## src/bcs_pkg.sv

```systemverilog
// Shared types and constants for the bounded character stack with sort.
// Used by bcs_front, bcs_back, the top level and the checker.
package bcs_pkg;

  localparam int CAPACITY_DEFAULT = 16;
  // command queue depth between front and back, a power of two
  localparam int QUEUE_DEPTH      = 2;

  localparam logic [7:0] EMPTY_MARK = 8'h23;  // '#'

  localparam logic [2:0] ACT_PUSH     = 3'd0;
  localparam logic [2:0] ACT_POP      = 3'd1;
  localparam logic [2:0] ACT_CLEAR    = 3'd2;
  localparam logic [2:0] ACT_CANCEL   = 3'd3;
  localparam logic [2:0] ACT_SORT     = 3'd4;
  localparam logic [2:0] ACT_REVERSE  = 3'd5;

  typedef enum logic [2:0] {
    OP_PUSH,
    OP_POP,
    OP_CLEAR,
    OP_CANCEL,
    OP_SORT,
    OP_REVERSE,
    OP_NOP
  } op_t;

  typedef struct packed {
    logic [2:0] action;
    logic [7:0] push_char;
  } cmd_t;

  typedef struct packed {
    logic [7:0] popped_char;
    logic       pop_valid;
    logic [7:0] top_char;
    logic [4:0] fill_count;
    logic       is_empty;
    logic       is_full;
  } res_t;

  // decoded word held in the command queue
  typedef struct packed {
    op_t        op;
    logic [7:0] ch;
  } qitem_t;

  // queue output toward the back end
  typedef struct packed {
    logic   valid;
    qitem_t item;
  } qhead_t;

endpackage

```

## src/bcs_front.sv

```systemverilog
// Front end: accepts command words, decodes the action, queues them.
// Depends on bcs_pkg.
module bcs_front (
  input  logic            clk,
  input  logic            rst,
  input  logic            cmd_valid,
  output logic            cmd_ready,
  input  bcs_pkg::cmd_t   cmd,
  output bcs_pkg::qhead_t head,
  input  logic            take
);

  localparam int QAW = (bcs_pkg::QUEUE_DEPTH > 1) ? $clog2(bcs_pkg::QUEUE_DEPTH) : 1;
  localparam int QCW = $clog2(bcs_pkg::QUEUE_DEPTH + 1);

  bcs_pkg::qitem_t slots [bcs_pkg::QUEUE_DEPTH];
  logic [QAW-1:0]  wr_ptr;
  logic [QAW-1:0]  rd_ptr;
  logic [QCW-1:0]  used;

  logic            push_en;
  logic            pop_en;
  bcs_pkg::qitem_t decoded;

  always_comb begin
    decoded.ch = cmd.push_char;
    case (cmd.action)
      bcs_pkg::ACT_PUSH:    decoded.op = bcs_pkg::OP_PUSH;
      bcs_pkg::ACT_POP:     decoded.op = bcs_pkg::OP_POP;
      bcs_pkg::ACT_CLEAR:   decoded.op = bcs_pkg::OP_CLEAR;
      bcs_pkg::ACT_CANCEL:  decoded.op = bcs_pkg::OP_CANCEL;
      bcs_pkg::ACT_SORT:    decoded.op = bcs_pkg::OP_SORT;
      bcs_pkg::ACT_REVERSE: decoded.op = bcs_pkg::OP_REVERSE;
      default:              decoded.op = bcs_pkg::OP_NOP;
    endcase
  end

  assign cmd_ready  = (used != QCW'(bcs_pkg::QUEUE_DEPTH));
  assign push_en    = cmd_valid && cmd_ready;
  assign head.valid = (used != '0);
  assign head.item  = slots[rd_ptr];
  assign pop_en     = take && head.valid;

  always_ff @(posedge clk) begin
    if (push_en) begin
      slots[wr_ptr] <= decoded;
    end
  end

  always_ff @(posedge clk) begin
    if (rst) begin
      wr_ptr <= '0;
      rd_ptr <= '0;
      used   <= '0;
    end else begin
      if (push_en) wr_ptr <= wr_ptr + QAW'(1);
      if (pop_en)  rd_ptr <= rd_ptr + QAW'(1);
      case ({push_en, pop_en})
        2'b10:   used <= used + QCW'(1);
        2'b01:   used <= used - QCW'(1);
        default: used <= used;
      endcase
    end
  end

endmodule

```

## src/bcs_back.sv

```systemverilog
// Back end: executes stack operations on the character store and
// holds the result register. Depends on bcs_pkg.
module bcs_back #(
  parameter int CAPACITY = bcs_pkg::CAPACITY_DEFAULT
) (
  input  logic            clk,
  input  logic            rst,
  input  bcs_pkg::qhead_t head,
  output logic            take,
  output logic            res_valid,
  input  logic            res_ready,
  output bcs_pkg::res_t   res
);

  localparam int AW = $clog2(CAPACITY);
  localparam int CW = $clog2(CAPACITY + 1);

  typedef enum logic [3:0] {
    S_IDLE,
    S_DONE,
    S_RF_RD,
    S_RF_USE,
    S_SO_START,
    S_SO_FIRST,
    S_SO_CMP,
    S_SO_LAST,
    S_RV_A,
    S_RV_B,
    S_RV_C,
    S_RV_D
  } state_t;

  state_t          state;
  logic [CW-1:0]   count;
  logic [7:0]      top_reg;
  logic [7:0]      popped;
  logic            pop_ok;
  logic [7:0]      carry;
  logic [7:0]      hold;
  logic [AW-1:0]   idx;
  logic [AW-1:0]   lim;
  logic [AW-1:0]   lo;
  logic [AW-1:0]   hi;

  logic [7:0]      mem [CAPACITY];
  logic [7:0]      rdata;
  logic            mem_we;
  logic [AW-1:0]   mem_waddr;
  logic [7:0]      mem_wdata;
  logic [AW-1:0]   mem_raddr;

  logic [CW-1:0]   cnt_m1;
  logic            full;
  logic            empty;
  logic            top_match;
  logic            do_push;
  logic            slot_free;
  logic [AW:0]     gap;

  assign cnt_m1    = count - CW'(1);
  assign full      = (count == CW'(CAPACITY));
  assign empty     = (count == '0);
  assign top_match = !empty && (top_reg == head.item.ch);
  assign slot_free = !res_valid || res_ready;
  assign take      = (state == S_IDLE) && head.valid;
  assign gap       = {1'b0, hi} - {1'b0, lo};

  // a push happens when not full: for push, clear, and cancel without a match
  always_comb begin
    case (head.item.op)
      bcs_pkg::OP_PUSH:   do_push = !full;
      bcs_pkg::OP_CLEAR:  do_push = !full;
      bcs_pkg::OP_CANCEL: do_push = !full && !top_match;
      default:            do_push = 1'b0;
    endcase
  end

  always_comb begin
    mem_we    = 1'b0;
    mem_waddr = count[AW-1:0];
    mem_wdata = head.item.ch;
    mem_raddr = cnt_m1[AW-1:0];
    case (state)
      S_IDLE:     mem_we = take && do_push;
      S_SO_START: mem_raddr = '0;
      S_SO_FIRST: mem_raddr = idx;
      S_SO_CMP: begin
        mem_we    = 1'b1;
        mem_waddr = idx - AW'(1);
        mem_wdata = (carry > rdata) ? rdata : carry;
        mem_raddr = idx + AW'(1);
      end
      S_SO_LAST: begin
        mem_we    = 1'b1;
        mem_waddr = lim;
        mem_wdata = carry;
      end
      S_RV_A:     mem_raddr = lo;
      S_RV_B:     mem_raddr = hi;
      S_RV_C: begin
        mem_we    = 1'b1;
        mem_waddr = lo;
        mem_wdata = rdata;
      end
      S_RV_D: begin
        mem_we    = 1'b1;
        mem_waddr = hi;
        mem_wdata = hold;
      end
      default: mem_we = 1'b0;
    endcase
  end

  always_ff @(posedge clk) begin
    if (mem_we) begin
      mem[mem_waddr] <= mem_wdata;
    end
    rdata <= mem[mem_raddr];
  end

  always_ff @(posedge clk) begin
    if (rst) begin
      state     <= S_IDLE;
      count     <= '0;
      res_valid <= 1'b0;
    end else begin
      if (res_valid && res_ready) res_valid <= 1'b0;
      case (state)
        S_IDLE: begin
          if (take) begin
            popped <= bcs_pkg::EMPTY_MARK;
            pop_ok <= 1'b0;
            state  <= S_DONE;
            if (do_push) begin
              top_reg <= head.item.ch;
              count   <= count + CW'(1);
            end else begin
              case (head.item.op)
                bcs_pkg::OP_POP: begin
                  if (!empty) begin
                    popped <= top_reg;
                    pop_ok <= 1'b1;
                    count  <= cnt_m1;
                    if (cnt_m1 != '0) state <= S_RF_RD;
                  end
                end
                bcs_pkg::OP_CLEAR: begin
                  if (full) count <= '0;
                end
                bcs_pkg::OP_CANCEL: begin
                  if (top_match) begin
                    count <= cnt_m1;
                    if (cnt_m1 != '0) state <= S_RF_RD;
                  end
                end
                bcs_pkg::OP_SORT: begin
                  if (count > CW'(1)) begin
                    lim   <= cnt_m1[AW-1:0];
                    idx   <= AW'(1);
                    state <= S_SO_START;
                  end
                end
                bcs_pkg::OP_REVERSE: begin
                  if (count > CW'(1)) begin
                    lo    <= '0;
                    hi    <= cnt_m1[AW-1:0];
                    state <= S_RV_A;
                  end
                end
                default: state <= S_DONE;
              endcase
            end
          end
        end
        S_RF_RD:  state <= S_RF_USE;
        S_RF_USE: begin
          top_reg <= rdata;
          state   <= S_DONE;
        end
        S_SO_START: state <= S_SO_FIRST;
        S_SO_FIRST: begin
          carry <= rdata;
          state <= S_SO_CMP;
        end
        S_SO_CMP: begin
          if (!(carry > rdata)) carry <= rdata;
          if (idx == lim) begin
            state <= S_SO_LAST;
          end else begin
            idx <= idx + AW'(1);
          end
        end
        S_SO_LAST: begin
          if (lim == AW'(1)) begin
            state <= S_RF_RD;
          end else begin
            lim   <= lim - AW'(1);
            idx   <= AW'(1);
            state <= S_SO_START;
          end
        end
        S_RV_A: state <= S_RV_B;
        S_RV_B: begin
          hold  <= rdata;
          state <= S_RV_C;
        end
        S_RV_C: state <= S_RV_D;
        S_RV_D: begin
          lo <= lo + AW'(1);
          hi <= hi - AW'(1);
          if (gap > (AW+1)'(2)) state <= S_RV_A;
          else                  state <= S_RF_RD;
        end
        S_DONE: begin
          if (slot_free) begin
            res_valid       <= 1'b1;
            res.popped_char <= popped;
            res.pop_valid   <= pop_ok;
            res.top_char    <= empty ? bcs_pkg::EMPTY_MARK : top_reg;
            res.fill_count  <= 5'(count);
            res.is_empty    <= empty;
            res.is_full     <= full;
            state           <= S_IDLE;
          end
        end
        default: state <= S_IDLE;
      endcase
    end
  end

endmodule

```

## src/bounded_char_stack_with_sort_unit.sv

```systemverilog
// Stack unit top: bcs_front queue feeding bcs_back; depends on bcs_pkg.
// Path of a word: the front queue, then the back end in idle, then any refill of
//   the top register (pop, cancel-pop) or sort/reverse passes, then the result
//   register, which waits while a result is still held. The back end takes no new
//   word until its result is registered; the sort's bubble passes take the longest.
// Reset (rst, synchronous) empties stack, queue and result; store not cleared.
module bounded_char_stack_with_sort_unit #(
  parameter int CAPACITY = bcs_pkg::CAPACITY_DEFAULT
) (
  input  logic          clk,
  input  logic          rst,
  input  logic          cmd_valid,
  output logic          cmd_ready,
  input  bcs_pkg::cmd_t cmd,
  output logic          res_valid,
  input  logic          res_ready,
  output bcs_pkg::res_t res
);

  // decoded command at the head of the queue, and the back end's pull
  bcs_pkg::qhead_t head;
  logic            take;

  // front: takes words while the back end is busy, up to the queue depth
  bcs_front u_front (
    .clk       (clk),
    .rst       (rst),
    .cmd_valid (cmd_valid),
    .cmd_ready (cmd_ready),
    .cmd       (cmd),
    .head      (head),
    .take      (take)
  );

  // back: store, sequencer for sort/reverse, and the result register
  bcs_back #(
    .CAPACITY (CAPACITY)
  ) u_back (
    .clk       (clk),
    .rst       (rst),
    .head      (head),
    .take      (take),
    .res_valid (res_valid),
    .res_ready (res_ready),
    .res       (res)
  );

endmodule

```

## config.mk

```make
export PLATFORM = sky130hd
export DESIGN_NAME = bounded_char_stack_with_sort_unit
export DESIGN_NICKNAME = d
export VERILOG_FILES = /design/src/bcs_pkg.sv /design/src/bcs_front.sv /design/src/bcs_back.sv /design/src/bounded_char_stack_with_sort_unit.sv
export SDC_FILE = /design/constraint.sdc
export NUM_CORES = 1
export LEC_CHECK = 0
export BUFFER_PORTS_ARGS = -buffer_cell sky130_fd_sc_hd__clkbuf_2
export CORE_MARGIN = 2
export CORE_UTILIZATION = 30
export DETAILED_ROUTE_END_ITERATION = 7
export SLEW_MARGIN = 20
export SYNTH_ARGS = -nofsm -noshare
export SYNTH_HDL_FRONTEND = slang
export SYNTH_SLANG_ARGS = --single-unit
export TNS_END_PERCENT = 30
```

## constraint.sdc

```tcl
create_clock -name clk -period 5.5 [get_ports clk]
set_clock_uncertainty 0.05 [all_clocks]
set_input_delay 0.55 -clock clk [delete_from_list [all_inputs] [get_ports clk]]
set_output_delay 0.55 -clock clk [all_outputs]
set_load 0.005 [all_outputs]
```

# == Yosys cells after proc, flatten, opt, wreduce, memory -nomap -nowiden ==
# Memories as Yosys holds them, arrays and structs flattened. A register that Yosys moved wholly into a read port is not among the register bits.
# Cells that the tools add are included.
# word_totals
n_memories,2
mem_bits_rw,150
inputBits,15
word_cells,184
out_inout_bits,26
regBits,87
# op_classes
mux,64
reduce_logical,38
magnitude_cmp,3
n_eq_ne,42
bitwise,2
n_addsub,12
# mem_list
name,depth,word_bits,read_ports,rd_ports_with_merged_regs,wr,line,rtl
u_back.mem,16,8,1,1,1,bcs_back.sv:45,logic [7:0] mem [CAPACITY];
u_front.slots,2,11,1,1,1,bcs_front.sv:16,bcs_pkg::qitem_t slots [bcs_pkg::QUEUE_DEPTH];
# op_table
operator,count
4-bit two-way mux,25
4-bit case mux with 12 select lines,1
8-bit two-way mux,5
4-bit case mux with 4 select lines,2
8-bit case mux with 2 select lines,2
8-bit case mux with 4 select lines,1
4-bit case mux with 2 select lines,3
5-bit two-way mux,4
4-bit case mux with 5 select lines,1
3-bit case mux with 6 select lines,1
4-bit by 3-bit equality test with 1-bit output (second input constant),4
4-bit equality test (second input constant),4
2-bit != test (second input constant),8
5-bit case mux with 3 select lines,1
3-bit by 2-bit equality test with 1-bit output (second input constant),4
3-bit equality test (second input constant),4
4-bit case mux with 3 select lines,1
3-bit AND reduction,4
6-bit AND reduction,2
2-bit nonzero test,6
4-bit by 1-bit subtractor with 4-bit output (second input constant),3
1-bit two-way mux,10
4-bit by 1-bit adder with 4-bit output (second input constant),2
4-bit by 1-bit equality test with 1-bit output (second input constant),2
39 further kinds,61

# == Logic depth before layout (Yosys ltp) ==
# Gate-level depths: netlist of the first run.
# logic_depth
word_depth,10
ltp_mapped,12
mapped_depth_nobuf,9

# == By module ==
# Synthesis of the first run repeated with hierarchy kept, for this count alone.
# unflattened
cells_unflattened,875
hier_area_um2,11305.8
# by_module_without_submodules
module,area_per_inst_um2,seq_area_each_um2,cells_per_inst,instances
bcs_back,10278.6,6396.1,814,1
bcs_front,1027.2,760.7,61,1

# == Worst setup path before layout of the first run ==
# Ideal clock, no wire load.
# synth_timing
kind,register -> register
startpoint,reg u_back.count[0]
endpoint,"reg u_back.hi[0], enable pin"
setup_time_ns,0.375
t_required_ns,5.075
synth_period_minus_slack_ns,3.222
arrival_time_ns,2.796
n_path_buf,1
setup_slack_ns,2.278
path_stages_with_launch,11
path_cell_list,dfxtp_1 > clkbuf_1 > inv_1 > ha_1 > nor4b_1 > o21bai_1 > nor4_4 > a21o_4 > a21oi_4 > or3_1 > a221oi_2
# synth_via
elab_chain_cells,8
elab_cells_between_ends,12
cone_classes,order compare (1); eq/ne (3); mux (1); reduce/logical (7)
# synth_rtl
item,line,rtl
start: declaration,bcs_back.sv:34,logic [CW-1:0] count;
start signal: assignment,bcs_back.sv:136,count <= count + CW'(1);
start signal: assignment,bcs_back.sv:143,count <= cnt_m1;
start signal: assignment,bcs_back.sv:152,count <= cnt_m1;
5-bit logical NOT,bcs_back.sv:62,assign empty = (count == '0);
1-bit logical NOT,bcs_back.sv:63,assign top_match = !empty && (top_reg == head.item.ch);
1-bit logical AND,bcs_back.sv:63,
1-bit logical NOT,bcs_back.sv:73,bcs_pkg::OP_CANCEL: do_push = !full && !top_match;
1-bit logical AND,bcs_back.sv:73,
1-bit case mux with 2 select lines,bcs_back.sv:70,case (head.item.op)
2-bit != test (no source line),-,
6-bit AND reduction (no source line) (*),-,
end signal: assignment,bcs_back.sv:166,hi <= cnt_m1[AW-1:0];
end signal: assignment,bcs_back.sv:210,hi <= hi - AW'(1);
end: declaration,bcs_back.sv:43,logic [AW-1:0] hi;
# Mark *: on every way between the ends. The rest lies on a longest branch, timed or not.
# A chain may end at the register's enable or synchronous reset.

# == Worst setup path in the final report of the first run ==
# layout_timing
startpoint,reg u_back.count[0]
endpoint,"mem u_back.mem[14][4], enable pin"
# layout_via
elab_chain_cells,10
elab_cells_between_ends,13
cone_classes,eq/ne (1); mux (5); reduce/logical (7)
# layout_rtl
item,line,rtl
5-bit logical NOT,bcs_back.sv:62,
1-bit logical NOT,bcs_back.sv:63,
1-bit logical AND,bcs_back.sv:63,
1-bit logical NOT,bcs_back.sv:73,
1-bit logical AND,bcs_back.sv:73,
1-bit case mux with 2 select lines,bcs_back.sv:70,
1-bit logical AND,bcs_back.sv:84,S_IDLE: mem_we = take && do_push;
1-bit case mux with 2 select lines,bcs_back.sv:83,case (state)
1-bit two-way mux,bcs_back.sv:115,if (mem_we) begin
1-bit two-way mux (implied by the code),bcs_back.sv:116,mem[mem_waddr] <= mem_wdata;
end: declaration,bcs_back.sv:45,
# Several ways; a longest one is shown, not always the timed one.

==> results of run 1 <==
[metal layers]
layer / vias to the layer above / GRT usage, % / share of wire (%)
met2: 216 / 20.5 / 46
met1: 3402 / 18.3 / 47
met4: 0 / 3.18 / 2.4
met5: - / 0 / 0
met3: 44 / 1.96 / 5.2
li1: 3287 / - / -
[final timing paths]
| kind | end | startpoint | slack (ps) |
|---|---|---|---|
| max | u_back.mem[14][4] | u_back.count[0] | 1430 |
| max reg2reg | u_back.mem[14][4] | u_back.count[0] | 1430 |
| min reg2reg | u_back.res[15] | u_back.pop_ok | 370 |
| min | u_front.slots[0][5] | cmd[5] | 160 |
[layout make-up]
cell class	count	area [sq um]
Clock buffer	28	679
Multi-Input combinational cell	519	3930
Sequential cell	246	7160
Fill cell	3598	24500
Clock inverter	18	268
Tap cell	511	639
Inverter	33	124
Timing Repair Buffer	51	308
[cells in the mapped netlist (15+ instances only)]
| cell type | n | area share (%) |
|---|---|---|
| nand3_1 | 20 | 0.88 |
| nor2_1 | 65 | 2.1 |
| clkbuf_1 | 20 | 0.66 |
| inv_1 | 33 | 1.1 |
| mux2i_1 | 92 | 8.1 |
| xor2_1 | 16 | 1.2 |
| nor2b_1 | 15 | 0.82 |
| ha_1 | 27 | 3.0 |
| mux2_2 | 21 | 2.1 |
| edfxtp_1 | 223 | 59 |
| nand2_1 | 32 | 1.1 |
| dfxtp_1 | 23 | 4.0 |
| a21oi_1 | 47 | 2.1 |
[cell families after synthesis]
logic type               share of synthesized area (%)
AO/OA/AOI/OAI                                     10.1
XOR/XNOR                                          1.99
adder cells (fa/ha/maj)                           3.13
buffers and inverters                             3.30
flip-flops                                        62.6
multiplexers                                      10.7
AND/OR/NAND/NOR                                   8.24
[report_power, final]
group	leakage [nW]	internal [mW]	switching, mW
registers	2.20	2.38	0.190
clock network	0.457	1.22	0.723
logic	1.75	1.04	1.45
[per-stage QoR]
step,setup WS [ps],instance area [sq um]
finish,1430,13100
global route,1100,13100
CTS,1410,13100
detailed placement,1440,12200
global placement,1460,12200
floorplan,2280,11400
==> results.yml, run 1 <==
yosys:
  syn_inst: 839
  syn_area_sq_um: 11400
  async_flop_share_pct: 0
  syn-num-nets: 882
  ys_ff_latch: 246
  syn_area_per_cell_sq_um: 13.6
  synth_warnings: 0
  synth_edf_count: 223
  ys_seq_area_share_pct: 62.6
  ys_types: 75
  synthFlopType: "edfxtp_1"
clock_network:
  htreeDepth: 1
  post_cts_resized: 0
  cts_tree: "yes"
  ctsHoldBuffers: 0
  cts_setup_buffers: 0
  cts_made_buffers: 26
  clk_latency_ps: 530
  cts.sinks: 246
  cts.reportedPaths.clkPinSlew_ps: 60
  cts_buffer_depth: 3
  root_buffer: "clkbuf_16"
run:
  maxCapViolCount: 0
global_route:
  grt_use_total_pct: 12.8
  grt_pass1_vias: 6878
  grt_overflow_total: 0
  grt_pass1_wl_mm: 39.7
  antenna_found_initial: 0
  grt_start_max_net_pins: 32
timing:
  rsz0062_at_grt: "no"
  finalSetupTns_ps: 0
  max_freq_ghz: 0.246
  period_minus_slack_ps: 4070
  drv_slew: 0
  slew_headroom_pct: 29.1
  hold_viol: 0
  finalSetupViolations: 0
  period_share_pct: 73.9
  tightest_slew_ps: 1060
  hold_slack_ps: 158
finish:
  final_cells: 1406
  drive_gt1_share_pct: 15.6
  fin_nets: 920
  largest_register_ffs: 128
  diodes: 0
  synthToLayoutAreaGrowth_pct: 14.7
  top_regs: "u_back.mem: 128 flops, u_back.res: 24 flops, u_front.slots: 22 flops"
  postLayoutCoreUtil_pct: 34.9
  regMostFlops: "u_back.mem"
  final_common_cell: "edfxtp_1"
  mostFrequentLayoutCells: "edfxtp_1, mux2i_1, nor2_1"
routing:
  vias: 6949
  wl_per_cell_microns: 17.9
  routed_via_density: 4.94
  detail-route-antenna-nets: 0
  first_pass_iters: 6
  drcViolationCount: 0
  routed_wl_mm: 25.2
  drt-initial-drc-count: 621
setup_path:
  critPathRequiredTime_ps: 5590
  cp-end-kind: "register"
  worst_path_dominant_cell_family: "simple AND/OR/NAND/NOR gates"
  worstSetupStartpointType: "register"
  crit_path_frequent_cell: "nand3_1"
  crit_path_max_fanout: 14
  path_cells: "inv_1 -> ha_1 -> nor4b_2 -> o21bai_1 -> nor4_4 -> nand3_1 -> a31o_2 -> nand3_1 -> nor2_1"
  worst-path-buf-inv: 1
  crit_type: "register to register"
  reg2reg_depth: 9
  max_stage_delay_ps: 800
  crit_arrival_ps: 4160
  worst-path-stages: 9
  critPathSlowestCell: "nor4b_2"
power_and_ir_drop:
  power_mw: 7.01
  ir_drop_mv: 0.268
  powerDensity_nw_per_um2: 535
  power.leakage_nw: 4.40
floorplanning:
  start_util_pct: 30.4
  core-area_sq_um: 37600
  ios: 41
  fp.dieH_microns: 199
  fp.dieArea_sq_um: 39700
  num_rows: 71
  fp.dieW_microns: 199
place:
  dp.cells: 1360
  gp_congestion: 0.828
  port_buffers: 40
  hpwl_mm: 17.3
min_path:
  hold_class: "input port to register"
  min_path_cells: 1
run_status:
  status: "finished, final reports clean"
No activity file was read; power rests on OpenSTA's default activity.
==> run 2, diff against run 1 <==
==> constraint.sdc (replaced) <==
create_clock -name clk -period 3.4 [get_ports clk]
set_clock_uncertainty 0.05 [all_clocks]
set_input_delay 0.34 -clock clk [delete_from_list [all_inputs] [get_ports clk]]
set_output_delay 0.34 -clock clk [all_outputs]
set_load 0.005 [all_outputs]
==> run 2 against run 1 <==
Against the previous run: die area stayed put; combinational power up 72%; sequential share of layout area fell by 1.4 points; global-route usage shrank 0.30 points; hold slack got worse by 28 ps.
==> results.yml, run 2 (synthesis results as in run 1) <==
routing:
  drt-initial-drc-count: 454
  routed_wl_mm: 25.0
  wl_per_cell_microns: 17.2
  routed_via_density: 4.77
  detail-route-antenna-nets: 0
  vias: 6935
  drcViolationCount: 0
  first_pass_iters: 5
min_path:
  hold_class: "input port to register"
  min_path_cells: 2
  hp-start: "cmd[8]"
  min_to: "u_front.slots[1][8]"
timing:
  slew_headroom_pct: 50.9
  hold_viol: 0
  period_share_pct: 91.1
  max_freq_ghz: 0.323
  finalSetupTns_ps: 0
  period_minus_slack_ps: 3100
  drv_slew: 0
  tightest_slew_ps: 736
  rsz0062_at_grt: "no"
  finalSetupViolations: 0
global_route:
  grt_pass1_vias: 6844
  grt_overflow_total: 0
  antenna_found_initial: 0
  grt_pass1_wl_mm: 38.9
  grt_use_total_pct: 12.5
  grt_start_max_net_pins: 36
clock_network:
  root_buffer: "clkbuf_16"
  post_cts_resized: 0
  clk_latency_ps: 540
  cts_tree: "yes"
  cts.sinks: 246
  cts_setup_buffers: 0
  cts.reportedPaths.clkPinSlew_ps: 70
  htreeDepth: 1
  cts_buffer_depth: 3
  cts_made_buffers: 25
setup_path:
  r2r_setup_slack_ps: 300
  worstSetupStartpointType: "register"
  crit_path_max_fanout: 9
  path_cells: "mux2_2 -> a222oi_1 -> and4_4 -> a21o_4 -> a21oi_4 -> o32a_2 -> a21oi_1"
  critPathRequiredTime_ps: 3520
  rr_endpoint: "u_back.idx[1]"
  max_stage_delay_ps: 670
  crit_arrival_ps: 3220
  critPathSlowestCell: "dfxtp_1"
  reg2reg_depth: 7
  cp-end-kind: "register"
  crit_type: "register to register"
run_status:
  status: "finished, final reports clean"
finish:
  top_regs: "u_back.mem: 128 flops, u_back.res: 24 flops, u_front.slots: 22 flops"
  regMostFlops: "u_back.mem"
  mostFrequentLayoutCells: "edfxtp_1, mux2i_1, nor2_1"
  final_common_cell: "edfxtp_1"
  largest_register_ffs: 128
  synthToLayoutAreaGrowth_pct: 17.6
  fin_nets: 967
  diodes: 0
  drive_gt1_share_pct: 18.8
place:
  hpwl_mm: 17.6
  port_buffers: 40
  gp_congestion: 0.863
floorplanning:
  fp.dieH_microns: 199
  num_rows: 71
  ios: 41
  core-area_sq_um: 37600
  fp.dieArea_sq_um: 39700
  start_util_pct: 30.4
  fp.dieW_microns: 199
power_and_ir_drop:
  power_mw: 11.4
  powerDensity_nw_per_um2: 846
  power.leakage_nw: 4.62
  ir_drop_mv: 0.543
run:
  maxCapViolCount: 0
run 2: cell types whose count changed in the layout (fill, tap and decap cells not counted), sizes merged:
cell         delta
inv             +2
clkbuf          +5
bufinv          -2
dlygate4sd3    +10
buf            +38
clkinv          -5
run 2: critical path, delay by kind of cell, from the launching register on:
family / cells / cell delay [ps]
AOI/OAI and AO/OA: 5 / 1310
DFF: 1 / 670
muxes: 1 / 410
and+or+nand+nor: 1 / 300
run 2: report_power, final:
group          leakage (nW)  switching [mW]  internal (mW)  total (mW)
logic                  1.99            2.48           1.83        4.30
clock network         0.436            1.16           1.82        2.97
registers              2.20           0.241           3.85        4.09
run 2: cell type report:
| cell class | instances | area, sq um |
|---|---|---|
| flip-flops and latches | 246 | 7160 |
| well taps | 511 | 639 |
| repair buffers | 99 | 693 |
| multi-input cells | 519 | 3930 |
| clock inverters | 13 | 214 |
| clock buffers | 33 | 687 |
| fillers | 3628 | 24100 |
| inverters | 33 | 124 |
run 2: metal layers:
metal  vias to the layer above  global-route usage [%]  wire [microns]
met5                         -                       0               0
met4                         0                    2.85             506
met3                        34                    1.92            1080
met2                       160                    20.4           11600
met1                      3379                    17.6           11800
li1                       3362                       -               -
run 2: worst max-delay path by stage:
stage	start	end	slack (ps)	depth (start not counted)
after global placement	register	u_back.idx[2]	390	7
after detailed placement	register	u_back.idx[3]	320	7
after CTS	register	u_back.idx[1]	330	7
final	register	u_back.idx[1]	300	7
after global routing	u_back.state[2]	u_back.rdata[2]	180	10
after floorplan	u_back.count[0]	u_back.hi[0]	180	10
run 2: repair_timing:
item                                    in CTS  in global routing
hold endpoints to repair                    20                  0
endpoints found under the setup margin       0                  0
hold buffers                                10                  0
run 2: metrics by stage:
step | instance area, sq um | util (%) | std cells | setup slack [ps] | hold slack (ps)
floorplan | 11400 | - | 839 | 178 | 350
detailed placement | 12400 | 33.1 | 1398 | 316 | 355
global placement | 12400 | 33.1 | 1398 | 391 | 354
CTS | 13400 | 35.8 | 1454 | 330 | 118
global route | 13400 | 35.8 | 1454 | 185 | 138
finish | 13400 | 35.8 | 1454 | 303 | 130
==> run 3, diff against run 2 <==
--- a/config.mk
+++ b/config.mk
@@ -5,10 +5,10 @@
 export SDC_FILE = /design/constraint.sdc
 export NUM_CORES = 1
 export LEC_CHECK = 0
-export BUFFER_PORTS_ARGS = -buffer_cell sky130_fd_sc_hd__clkbuf_2
 export CORE_MARGIN = 2
 export CORE_UTILIZATION = 30
 export DETAILED_ROUTE_END_ITERATION = 7
+export DONT_BUFFER_PORTS = 1
 export SLEW_MARGIN = 20
 export SYNTH_ARGS = -nofsm -noshare
 export SYNTH_HDL_FRONTEND = slang
==> run 3 against run 2 <==
Against the previous run: worst setup slack gained 20 ps; register-to-register slack better by 20 ps; sequential share of layout area is 1.2 points higher; combinational power about the same; hold slack got worse by 110 ps; first-iteration DRC count rose by 13%; non-clock buffer count down 40; via count decreased by 1.4%; critical path type unchanged; highest routed layer unchanged.
==> results.yml, run 3 (synthesis results as in run 1) <==
finish:
  multi_input_area_sq_um: 3930
  diodes: 0
  top_regs: "u_back.mem: 128 flops, u_back.res: 24 flops, u_front.slots: 22 flops"
  largest_register_ffs: 128
  mostFrequentLayoutCells: "edfxtp_1, mux2i_1, nor2_1"
  fin_nets: 927
  regMostFlops: "u_back.mem"
  regArea_sq_um: 7160
  synthToLayoutAreaGrowth_pct: 15.0
  fill_cells: 3620
  drive_gt1_share_pct: 14.5
  final_common_cell: "edfxtp_1"
timing:
  max_freq_ghz: 0.325
  finalSetupTns_ps: 0
  hold_slack_ps: 24.2
  tightest_slew_ps: 797
  drv_slew: 0
  hold_viol: 0
  slew_headroom_pct: 46.8
  period_share_pct: 90.5
  period_minus_slack_ps: 3080
  finalSetupViolations: 0
  rsz0062_at_grt: "no"
floorplanning:
  num_rows: 71
  ios: 41
  fp.dieH_microns: 199
  fp.dieArea_sq_um: 39700
  fp.dieW_microns: 199
  core-area_sq_um: 37600
  start_util_pct: 30.4
power_and_ir_drop:
  pwr-share-clk_pct: 24.0
  power_frac_comb_pct: 39.0
  ir_drop_mv: 0.539
  p_sw_share_pct: 35.1
  p_switching_mw: 3.89
  intPower_mw: 7.19
  p_seq_share_pct: 37.0
  powerDensity_nw_per_um2: 843
  power.leakage_nw: 4.40
clock_network:
  cts.sinks: 246
  cts_made_buffers: 25
  post_cts_resized: 0
  ctsHoldBuffers: 11
  cts.reportedPaths.clkPinSlew_ps: 60
  cts_tree: "yes"
  root_buffer: "clkbuf_16"
  cts_setup_buffers: 0
  clk_latency_ps: 530
  htreeDepth: 1
  cts_buffer_depth: 3
setup_path:
  crit_path_max_fanout: 9
  crit_arrival_ps: 3260
  cp-end-kind: "register"
  critPathRequiredTime_ps: 3580
  worstSetupStartpointType: "register"
  crit_type: "register to register"
place:
  port_buffers: 0
  hpwl_mm: 17.3
  gp_congestion: 0.863
global_route:
  grt_use_total_pct: 12.6
  antenna_found_initial: 0
  grt_start_max_net_pins: 39
  grt_pass1_vias: 6738
  grt_pass1_wl_mm: 39.1
  grt_overflow_total: 0
run:
  maxCapViolCount: 0
min_path:
  hold_class: "input port to register"
routing:
  detail-route-antenna-nets: 0
  routed_wl_mm: 25.1
  wl_per_cell_microns: 17.8
  drt-initial-drc-count: 512
  vias: 6840
  drcViolationCount: 0
  routed_via_density: 4.84
  first_pass_iters: 5
run_status:
  status: "finished, final reports clean"
[run 3: cell count changes in the layout (fill, tap and decap cells not counted), sizes merged]
cell	previous run	this run
buf	49	48
clkinv	4	9
dlygate4sd3	10	11
clkbuf	73	31
bufinv	5	2
[run 3: worst paths after layout]
path / start / endpoint / slack, ps / cells past startpoint
worst min-delay path: rst / u_back.lim[3] / 20 / 1
worst min register to register: u_back.popped[2] / u_back.res[18] / 370 / 0
worst max register to register: register / u_back.hi[3] / 320 / 8
worst max-delay path: register / u_back.hi[3] / 320 / 8
[run 3: area by class of cell]
class	count	area share, %
inverter	33	0.942
clock buffer	31	4.93
clock inverter	15	1.06
tap	511	4.86
multi-input combinational	519	29.9
timing repair buffer	59	3.86
sequential	246	54.4
[run 3: worst max-delay path: stages (launching register included)]
cell and delay, ps:
dfxtp_1 700, mux2_2 420, a222oi_1 250, and4_4 290, a21o_4 150, a21oi_4 100
or3_1 390, a221oi_2 220, buf_4 220
[run 3: power by group through the flow]
stage | Sequential [mW] | Clock, mW | Combinational [mW]
global route | 4.14 | 2.85 | 4.69
global placement | 4.16 | 0 | 4.27
floorplan | 4.05 | 0 | 3.09
finish | 4.10 | 2.66 | 4.32
detailed placement | 4.16 | 0 | 4.31
CTS | 4.10 | 2.72 | 4.34
[run 3: stage by stage]
stage          area (sq um)  utilization, %  cells  worst slack (ps)  total power [mW]
3_5_place_dp          12200            32.6   1357               310              8.47
3_3_place_gp          12200            32.6   1357               347              8.43
2_1_floorplan         11400               -    839               178              7.13
6_report              13100            35.0   1414               324              11.1
5_1_grt               13100            35.0   1414               147              11.7
4_1_cts               13100            35.0   1414               295              11.2
[run 3: routing by layer]
metal	vias to the layer above	global-route usage (%)	routed length, microns
met1	3336	17.9	11900
met2	186	20.0	11300
met5	-	0	0
met3	42	2.24	1330
met4	0	3.04	547
li1	3276	-	-
